`src/rtl/ldla_pkg.sv`:
```
// Package for the Lambertian diffuse light accumulator.
// Holds the transaction types, the sequencer state type and the shared constants.
// Depends on nothing else.
`timescale 1ns / 1ps

package ldla_pkg;

	typedef struct packed {
		logic signed [31:0] light_x;
		logic signed [31:0] light_y;
		logic signed [31:0] light_z;
		logic signed [31:0] hit_x;
		logic signed [31:0] hit_y;
		logic signed [31:0] hit_z;
		logic signed [15:0] normal_x;
		logic signed [15:0] normal_y;
		logic signed [15:0] normal_z;
		logic        [47:0] light_rgb;
		logic        [47:0] diffuse_rgb;
		logic               last_light;
	} ray_t;

	typedef struct packed {
		logic [15:0] red_sum;
		logic [15:0] green_sum;
		logic [15:0] blue_sum;
		logic        clipped;
	} result_t;

	typedef enum logic [2:0] {
		S_IDLE,
		S_NORM,
		S_MUL,
		S_CHK,
		S_SQRT,
		S_DIV,
		S_COLOR,
		S_FIN
	} state_t;

	localparam int COLOR_FRAC_BITS_DEF = 14;
	localparam logic [15:0] COS_ONE   = 16'd16384;
	localparam logic [15:0] SUM_MAX   = 16'hFFFF;
	localparam logic [4:0]  SQRT_TOP  = 5'd20;
	localparam logic [4:0]  DIV_TOP   = 5'd15;
	localparam logic [2:0]  STEP_LAST = 3'd6;
	localparam logic [2:0]  DOT_FIRST = 3'd3;

endpackage

```
`src/rtl/lambert_diffuse_light_accumulator.sv`:
```
// Lambertian diffuse light accumulator, top level and only module.
// Depends on ldla_pkg for the transaction types, the state type and constants.
`timescale 1ns / 1ps

// Channel   Direction  Handshake            Payload
// ray       in         ray_valid/ray_stall  ldla_pkg::ray_t, one light ray per transaction
// px        out        px_valid/px_stall    ldla_pkg::result_t, one per ray marked last
//
// One ray passes through these steps in order: accepting it, normalising the
// hit-to-light vector a bit a step, the squares and dot products, a test of the
// sign of the dot product, the square root, the division, colouring and the
// finish; a single 32 x 16 multiplier and a single 42-bit compare and subtract
// are shared among these steps.
// A ray with the light on the hit point goes straight to the finish, and a ray whose
// cosine is not positive skips the root, division and colouring.
// Reset clears the channel sums, the clip flag and the output valid flag at once.
// A stalled result holds; the next ray is still taken, and only a second last ray
// waits in its final cycle until the pending result transaction completes.
module lambert_diffuse_light_accumulator #(
	parameter int COLOR_FRAC_BITS = ldla_pkg::COLOR_FRAC_BITS_DEF
) (
	input  logic              clk,
	input  logic              arst_n,
	input  logic              ray_valid,
	output logic              ray_stall,
	input  ldla_pkg::ray_t    ray,
	output logic              px_valid,
	input  logic              px_stall,
	output ldla_pkg::result_t px
);

	// Shift that brings the product of the two colours and the cosine back to COLOR_FRAC_BITS fraction bits.
	localparam int PROD_SHIFT = COLOR_FRAC_BITS + 14;

	ldla_pkg::state_t state_q, state_next;

	// Latched ray: sign and magnitude of the hit-to-light vector and of the normal.
	logic [32:0] mag_q  [3];
	logic        neg_q  [3];
	logic [15:0] nmag_q [3];
	logic        nneg_q [3];
	logic [47:0] light_q;
	logic [47:0] diff_q;
	logic        last_q;

	logic [2:0]         step_q;
	logic [4:0]         k_q;
	logic [33:0]        len2_q;
	logic signed [35:0] dot_q;
	logic [41:0]        x_q;
	logic [41:0]        res_q;
	logic [20:0]        lenq_q;
	logic [15:0]        q_q;
	logic [15:0]        cos_q;
	logic [47:0]        prod_q;
	logic [15:0]        sums_q [3];
	logic               clip_q;
	logic               px_valid_q;
	ldla_pkg::result_t  px_q;

	// Shared multiplier and shared compare and subtract unit.
	logic [31:0] mul_a;
	logic [15:0] mul_b;
	logic [47:0] mul_p;
	logic [41:0] sub_b;
	logic        sub_ge;
	logic [41:0] sub_d;

	logic        ray_take;
	logic        vec_zero, vec_hi, vec_lo, dot_pos, out_busy;
	logic [41:0] bitv;
	logic [41:0] res_next;
	logic [15:0] q_next;
	logic [2:0]  acc_idx;
	logic [1:0]  col_acc;
	logic [47:0] sum_wide;

	assign ray_take = ray_valid && !ray_stall;
	assign vec_zero = (mag_q[0] == '0) && (mag_q[1] == '0) && (mag_q[2] == '0);
	assign vec_hi   = (mag_q[0][32:16] != '0) || (mag_q[1][32:16] != '0)
		|| (mag_q[2][32:16] != '0);
	assign vec_lo   = (mag_q[0][32:15] == '0) && (mag_q[1][32:15] == '0)
		&& (mag_q[2][32:15] == '0);
	assign dot_pos  = !dot_q[35] && (dot_q != '0);
	assign out_busy = px_valid_q && px_stall;

	// Next state.
	always_comb begin
		state_next = state_q;
		case (state_q)
			ldla_pkg::S_IDLE: begin
				if (ray_take) begin
					state_next = ldla_pkg::S_NORM;
				end
			end
			ldla_pkg::S_NORM: begin
				if (vec_zero) begin
					state_next = ldla_pkg::S_FIN;
				end else if (!vec_hi && !vec_lo) begin
					state_next = ldla_pkg::S_MUL;
				end
			end
			ldla_pkg::S_MUL: begin
				if (step_q == ldla_pkg::STEP_LAST) begin
					state_next = ldla_pkg::S_CHK;
				end
			end
			ldla_pkg::S_CHK: begin
				state_next = dot_pos ? ldla_pkg::S_SQRT : ldla_pkg::S_FIN;
			end
			ldla_pkg::S_SQRT: begin
				if (k_q == '0) begin
					state_next = ldla_pkg::S_DIV;
				end
			end
			ldla_pkg::S_DIV: begin
				if (k_q == '0) begin
					state_next = ldla_pkg::S_COLOR;
				end
			end
			ldla_pkg::S_COLOR: begin
				if (step_q == ldla_pkg::STEP_LAST) begin
					state_next = ldla_pkg::S_FIN;
				end
			end
			ldla_pkg::S_FIN: begin
				if (!(last_q && out_busy)) begin
					state_next = ldla_pkg::S_IDLE;
				end
			end
			default: state_next = ldla_pkg::S_IDLE;
		endcase
	end

	// Operand selection for the shared units.
	always_comb begin
		mul_a = '0;
		mul_b = '0;
		sub_b = '0;
		case (state_q)
			ldla_pkg::S_MUL: begin
				if (step_q < ldla_pkg::DOT_FIRST) begin
					mul_a = {16'd0, mag_q[step_q[1:0]][15:0]};
					mul_b = mag_q[step_q[1:0]][15:0];
				end else if (step_q < ldla_pkg::STEP_LAST) begin
					mul_a = {16'd0, mag_q[2'(step_q - ldla_pkg::DOT_FIRST)][15:0]};
					mul_b = nmag_q[2'(step_q - ldla_pkg::DOT_FIRST)];
				end
			end
			ldla_pkg::S_COLOR: begin
				if (step_q[0]) begin
					mul_a = prod_q[31:0];
					mul_b = cos_q;
				end else if (step_q < ldla_pkg::STEP_LAST) begin
					mul_a = {16'd0, light_q[6'd47 - {step_q[2:1], 4'd0} -: 16]};
					mul_b = diff_q[6'd47 - {step_q[2:1], 4'd0} -: 16];
				end
			end
			ldla_pkg::S_SQRT: sub_b = res_q + bitv;
			ldla_pkg::S_DIV:  sub_b = 42'(lenq_q) << k_q[3:0];
			default: ;
		endcase
	end

	assign mul_p  = mul_a * mul_b;
	assign sub_ge = x_q >= sub_b;
	assign sub_d  = x_q - sub_b;
	assign bitv   = 42'(1) << {k_q, 1'b0};

	always_comb begin
		res_next = sub_ge ? ((res_q >> 1) + bitv) : (res_q >> 1);
		q_next   = q_q;
		q_next[k_q[3:0]] = sub_ge;
	end

	assign acc_idx  = step_q - 3'd1;
	assign col_acc  = 2'(step_q[2:1] - 2'd1);
	assign sum_wide = 48'(sums_q[col_acc]) + (prod_q >> PROD_SHIFT);

	always_ff @(posedge clk or negedge arst_n) begin
		if (!arst_n) begin
			state_q    <= ldla_pkg::S_IDLE;
			sums_q[0]  <= '0;
			sums_q[1]  <= '0;
			sums_q[2]  <= '0;
			clip_q     <= 1'b0;
			px_valid_q <= 1'b0;
		end else begin
			state_q <= state_next;
			if (state_q == ldla_pkg::S_COLOR && !step_q[0] && step_q != '0) begin
				if (sum_wide > 48'(ldla_pkg::SUM_MAX)) begin
					sums_q[col_acc] <= ldla_pkg::SUM_MAX;
					clip_q          <= 1'b1;
				end else begin
					sums_q[col_acc] <= sum_wide[15:0];
				end
			end
			if (state_q == ldla_pkg::S_FIN && last_q && !out_busy) begin
				px_valid_q <= 1'b1;
				sums_q[0]  <= '0;
				sums_q[1]  <= '0;
				sums_q[2]  <= '0;
				clip_q     <= 1'b0;
			end else if (px_valid_q && !px_stall) begin
				px_valid_q <= 1'b0;
			end
		end
	end

	// Datapath registers.
	always_ff @(posedge clk) begin
		prod_q <= mul_p;
		case (state_q)
			ldla_pkg::S_IDLE: begin
				if (ray_take) begin
					logic signed [32:0] d [3];
					d[0] = 33'($signed(ray.light_x)) - 33'($signed(ray.hit_x));
					d[1] = 33'($signed(ray.light_y)) - 33'($signed(ray.hit_y));
					d[2] = 33'($signed(ray.light_z)) - 33'($signed(ray.hit_z));
					for (int i = 0; i < 3; i++) begin
						neg_q[i] <= d[i][32];
						mag_q[i] <= d[i][32] ? 33'(-d[i]) : d[i];
					end
					nneg_q[0] <= ray.normal_x[15];
					nneg_q[1] <= ray.normal_y[15];
					nneg_q[2] <= ray.normal_z[15];
					nmag_q[0] <= ray.normal_x[15] ? 16'(-ray.normal_x) : ray.normal_x;
					nmag_q[1] <= ray.normal_y[15] ? 16'(-ray.normal_y) : ray.normal_y;
					nmag_q[2] <= ray.normal_z[15] ? 16'(-ray.normal_z) : ray.normal_z;
					light_q <= ray.light_rgb;
					diff_q  <= ray.diffuse_rgb;
					last_q  <= ray.last_light;
				end
			end
			ldla_pkg::S_NORM: begin
				// Truncating one bit at a time equals one truncating shift.
				for (int i = 0; i < 3; i++) begin
					if (vec_hi) begin
						mag_q[i] <= mag_q[i] >> 1;
					end else if (vec_lo) begin
						mag_q[i] <= mag_q[i] << 1;
					end
				end
				step_q <= '0;
				len2_q <= '0;
				dot_q  <= '0;
			end
			ldla_pkg::S_MUL: begin
				step_q <= step_q + 3'd1;
				if (step_q != '0) begin
					if (acc_idx < ldla_pkg::DOT_FIRST) begin
						len2_q <= len2_q + prod_q[33:0];
					end else if (neg_q[2'(acc_idx - ldla_pkg::DOT_FIRST)]
						^ nneg_q[2'(acc_idx - ldla_pkg::DOT_FIRST)]) begin
						dot_q <= dot_q - $signed({4'd0, prod_q[31:0]});
					end else begin
						dot_q <= dot_q + $signed({4'd0, prod_q[31:0]});
					end
				end
			end
			ldla_pkg::S_CHK: begin
				x_q   <= {len2_q, 8'd0};
				res_q <= '0;
				k_q   <= ldla_pkg::SQRT_TOP;
			end
			ldla_pkg::S_SQRT: begin
				res_q <= res_next;
				if (k_q == '0) begin
					lenq_q <= res_next[20:0];
					x_q    <= 42'(dot_q[34:0]) << 4;
					q_q    <= '0;
					k_q    <= ldla_pkg::DIV_TOP;
				end else begin
					if (sub_ge) begin
						x_q <= sub_d;
					end
					k_q <= k_q - 5'd1;
				end
			end
			ldla_pkg::S_DIV: begin
				q_q <= q_next;
				if (sub_ge) begin
					x_q <= sub_d;
				end
				k_q <= k_q - 5'd1;
				cos_q  <= (q_next > ldla_pkg::COS_ONE) ? ldla_pkg::COS_ONE : q_next;
				step_q <= '0;
			end
			ldla_pkg::S_COLOR: step_q <= step_q + 3'd1;
			ldla_pkg::S_FIN: begin
				if (last_q && !out_busy) begin
					px_q.red_sum   <= sums_q[0];
					px_q.green_sum <= sums_q[1];
					px_q.blue_sum  <= sums_q[2];
					px_q.clipped   <= clip_q;
				end
			end
			default: ;
		endcase
	end

	assign ray_stall = state_q != ldla_pkg::S_IDLE;
	assign px_valid  = px_valid_q;
	assign px        = px_q;

	// A result only appears from the final cycle of a ray marked last.
	assert property (@(posedge clk) disable iff (!arst_n)
		$rose(px_valid_q) |-> $past(state_q == ldla_pkg::S_FIN && last_q))
		else $error("result raised outside the final step of a last ray");

	// Emitting a result clears the accumulators.
	assert property (@(posedge clk) disable iff (!arst_n)
		$rose(px_valid_q) |-> (sums_q[0] == '0 && sums_q[1] == '0
			&& sums_q[2] == '0 && !clip_q))
		else $error("accumulators not cleared after a result");

	// The cosine used for colouring never exceeds one.
	assert property (@(posedge clk) disable iff (!arst_n)
		state_q == ldla_pkg::S_COLOR |-> cos_q <= ldla_pkg::COS_ONE)
		else $error("cosine above one");

	// Division never starts with a bit index beyond the quotient width.
	assert property (@(posedge clk) disable iff (!arst_n)
		state_q == ldla_pkg::S_DIV |-> k_q <= ldla_pkg::DIV_TOP)
		else $error("division bit index out of range");

	// Normalisation leaves every magnitude within sixteen bits.
	assert property (@(posedge clk) disable iff (!arst_n)
		state_q == ldla_pkg::S_MUL |-> !vec_hi)
		else $error("vector not normalised before the products");

endmodule
```
`config.mk`:
```
export PLATFORM = sky130hd
export DESIGN_NAME = lambert_diffuse_light_accumulator
export DESIGN_NICKNAME = d
export VERILOG_FILES = /design/src/rtl/ldla_pkg.sv /design/src/rtl/lambert_diffuse_light_accumulator.sv
export SDC_FILE = /design/constraint.sdc
export NUM_CORES = 2
export LEC_CHECK = 0
export BUFFER_PORTS_ARGS = -buffer_cell sky130_fd_sc_hd__buf_4
export CAP_MARGIN = 30
export CORE_ASPECT_RATIO = 0.8
export CORE_MARGIN = 2
export CORE_UTILIZATION = 57
export DETAILED_ROUTE_END_ITERATION = 8
export GPL_TIMING_DRIVEN = 1
export PLACE_DENSITY = 0.84
export SYNTH_ARGS = -nofsm -noshare
export SYNTH_HDL_FRONTEND = slang
export SYNTH_SLANG_ARGS = --single-unit
```
`constraint.sdc`:
```
create_clock -name clk -period 11.05 [get_ports clk]
set_input_delay 1.6575 -clock clk [delete_from_list [all_inputs] [get_ports clk]]
set_output_delay 1.6575 -clock clk [all_outputs]
set_load 0.005 [all_outputs]
```
==> flow_summary_export.csv <==
group,metric,value,unit
status,outcome,"complete, no violations",
power_and_ir_drop,ir_worst_vdd,283.4,uV
critical_path,timing.reg2reg.setup_slack,1.12,ns
detailed_routing,ant_nets,0,
critical_path,crit_type,"reg2reg",
yosys,synth-seq-area-share,0.2916,
placement,numPortBuffers,391,
critical_path,worst_setup_sp_type,"flop",
sta,worst_pin_slew,1.103,ns
yosys,ys_types,103,
sta,timing_hold_violations_final,0,
die,pin_count,392,
global_routing,grt_antenna_before_repair,8,
global_routing,via_count_of_the_first_global_routing_pass,51420,
final_layout,finish.net_count,8207,
clocking,post_cts_resized,0,
critical_path,cp.arrival,10.46,ns
detailed_routing,drt_iter0_markers,6980,
power_and_ir_drop,p_clk_frac,0.135,
sta,timing.final.crit_share,0.8988,
die,design.die.area,0.1095,mm2
sta,rsz0062_at_grt,"false",
clocking,tritoncts_clock_tree,"yes",
yosys,post_synth_fa_ha_maj_area_fraction,0.2242,
yosys,postSynth.asyncResetShare,0.08590,
final_layout,final_common_cell,"sky130_fd_sc_hd__nand2_1",
clocking,cts.reportedPaths.clkPinSlew,0.06,ns
sta,finalClockSkew,0.04922,ns
power_and_ir_drop,cellPowerDensity,254.1,mW/mm2
final_layout,fin_cells,8500,
yosys,ys_warn_count,0,
yosys,post_synth.cell_area_avg,8.972,um2
detailed_routing,post_drt_wl_per_cell,21.99,um
sta,finalWorstPathRequiredPeriod,9.932,ns
yosys,synth_compound_area_frac,0.1694,
power_and_ir_drop,comb_power_share,0.617,
placement,detailedPlace.worstSlack,1.330,ns
sta,finalSetupTns,0,ns
final_layout,layout.cells.most_common_list,"sky130_fd_sc_hd__nand2_1, sky130_fd_sc_hd__nor2_1, sky130_fd_sc_hd__inv_1",
clocking,clkSinkCount,617,
critical_path,critical_path.max_stage_delay,0.98,ns
final_layout,antennaDiodeCount,0,
sta,maxSlewHeadroom,0.2646,
global_routing,grt_util_all_layers,0.3363,
run,max_cap_viols,0,
critical_path,cp_data_required_time,11.58,ns
die,die_h,296.3,um
yosys,syn-cell-area,0.06089,mm2
critical_path,critical_path_peak_fanout,37,
power_and_ir_drop,internal_power,8.683,mW
yosys,synthXorXnorAreaFrac,0.06444,
sta,setup_viol_count_final,0,
final_layout,fraction_of_final_layout_cells_sized_beyond_drive_strength_1,0.09798,
detailed_routing,wire_length_after_detailed_routing,186900,um
yosys,main_combinational_cell_family_by_area_after_synthesis,"adder cells",
clocking,clk_root_buffer_cell,"sky130_fd_sc_hd__clkbuf_16",
sta,min_setup_slack_post_route,1.118,ns
yosys,postSynthNetCount,7963,
yosys,synthSimpleGateAreaFrac,0.1576,
yosys,synth-seq-cells,617,
placement,gpl.final_weighted_congestion,1.009,
power_and_ir_drop,total_power,17.13,mW
clocking,cts.repair_timing.setup_buffer_count,0,
yosys,synth_mux_area_frac,0.03306,
sta,clock.fmax,0.1007,GHz
sta,slew_viol_final,0,
placement,place.detailed.instances,8379,
placement,place_hpwl,146200,um
yosys,synth_edf_count,513,
detailed_routing,drc_errors,0,
clocking,htreeDepth,3,
power_and_ir_drop,switching_power,8.447,mW
power_and_ir_drop,p_sw_frac,0.4931,
clocking,clk_path_buf_depth,3,
critical_path,critical_path.slowest_cell,"sky130_fd_sc_hd__a222oi_1",
clocking,cts.hold.buffers_added,0,
clocking,tritoncts.num_buffers,66,
die,core,0.1062,mm2
yosys,syn_inst,6786,
detailed_routing,avgViaCountPerCell,6.279,
clocking,clk-insertion-delay-late,0.66,ns
die,floorplan.initialDensity,0.5735,
critical_path,critical_path.endpoint_type,"flop",
yosys,synth_ff_type,"sky130_fd_sc_hd__edfxtp_1",
final_layout,syn_to_final_growth,10.72,%
power_and_ir_drop,power.sequential.fraction,0.249,
global_routing,grt-ovfl-total,0,
global_routing,grt_max_degree,153,
min_path,hp-class,"reg2reg",
global_routing,grt_pass1_wl,288600,um
die,rows,107,
power_and_ir_drop,p_leak,28.53,nW
detailed_routing,vias,53370,
die,die_width,369.4,um
detailed_routing,detail_route.first_pass.iterations,8,
critical_path,cell_type_with_the_highest_occurrence_count_on_the_critical_path,"sky130_fd_sc_hd__inv_1",
==> layout make-up <==
cell class | count | area [um2]
Clock buffer | 82 | 1774
Clock inverter | 39 | 429.2
Fill cell | 8646 | 38750
Inverter | 680 | 2552
Multi-Input combinational cell | 5201 | 39610
Sequential cell | 617 | 17750
Tap cell | 1417 | 1773
Timing Repair Buffer | 464 | 3521
==> flip-flops by register name, summed over array words and instances (netlist names), 42 cells and up, named ones only <==
signal and count:
mag_q 99, nmag_q 48, x_q 42, px 49, sums_q 48, res_q 42, light_q 48, diff_q 48
prod_q 48
==> power groups by stage <==
| stage | Clock [mW] | Combinational, mW | Sequential (mW) |
|---|---|---|---|
| 5_1_grt | 2.41 | 11.5 | 4.31 |
| 3_5_place_dp | 0 | 10.2 | 4.25 |
| 2_1_floorplan | 0 | 7.61 | 3.94 |
| 4_1_cts | 2.33 | 10.3 | 4.22 |
| 6_report | 2.31 | 10.6 | 4.26 |
| 3_3_place_gp | 0 | 9.93 | 4.23 |
==> synth_stat cells (72+ instances only) <==
master	instances	area (um2)
sky130_fd_sc_hd__a22oi_1	106	795.8
sky130_fd_sc_hd__nor2_1	684	2567
sky130_fd_sc_hd__o21ai_0	374	1872
sky130_fd_sc_hd__a211oi_1	72	540.5
sky130_fd_sc_hd__a21o_1	111	833.3
sky130_fd_sc_hd__nor3_1	81	405.4
sky130_fd_sc_hd__nand2b_1	101	631.9
sky130_fd_sc_hd__clkbuf_1	259	972.2
sky130_fd_sc_hd__ha_1	411	5142
sky130_fd_sc_hd__fa_1	425	8508
sky130_fd_sc_hd__and2_1	84	525.5
sky130_fd_sc_hd__nand2_1	770	2890
sky130_fd_sc_hd__xor2_1	155	1358
sky130_fd_sc_hd__inv_1	678	2545
sky130_fd_sc_hd__xnor2_1	293	2566
sky130_fd_sc_hd__edfxtp_1	513	15400
sky130_fd_sc_hd__a21oi_1	485	2427
sky130_fd_sc_hd__mux2i_1	146	1461
==> through the flow <==
| step | util | area (um2) | hold WS (ns) |
|---|---|---|---|
| floorplan | - | 60890 | 0.4257 |
| global placement | 0.6143 | 65210 | 0.4570 |
| detailed placement | 0.6143 | 65210 | 0.4581 |
| CTS | 0.6350 | 67420 | 0.4773 |
| global route | 0.6350 | 67420 | 0.4787 |
| finish | 0.6350 | 67420 | 0.4766 |
==> critical path, delay by kind of cell (launching register included) <==
| kind | cells | cell delay [ns] |
|---|---|---|
| buffers and inverters | 8 | 1.20 |
| adder cells (fa/ha/maj) | 8 | 3.73 |
| AND/OR/NAND/NOR | 4 | 1.17 |
| flip-flops | 1 | 0.39 |
| AO/OA/AOI/OAI | 12 | 3.20 |
| XOR/XNOR | 1 | 0.13 |
==> path summary, 6_finish.rpt <==
check                           from    endpoint  cells after the start
setup reg to reg           step_q[1]  prod_q[47]                     33
hold / removal             sums_q[6]       px[7]                      0
setup / recovery           step_q[1]  prod_q[47]                     33
hold reg to reg            sums_q[6]       px[7]                      0
min in group asynchronous     arst_n    px_valid                      1
max in group asynchronous     arst_n  state_q[2]                      1
==> per-layer routing <==
metal | global-route usage | wire, um
met2 | 0.5042 | 80460
met4 | 0.1067 | 5828
met3 | 0.09226 | 23630
met1 | 0.4734 | 76910
met5 | 0 | 107
==> cell families after synthesis <==
group | count (synthesis)
compound gates | 1621
buf+inv | 968
mux | 182
simple gates | 2113
fa+ha+maj | 836
flops | 617
xor+xnor | 448
other cells | 1
Note: power is estimated with default switching activity, not from simulation.
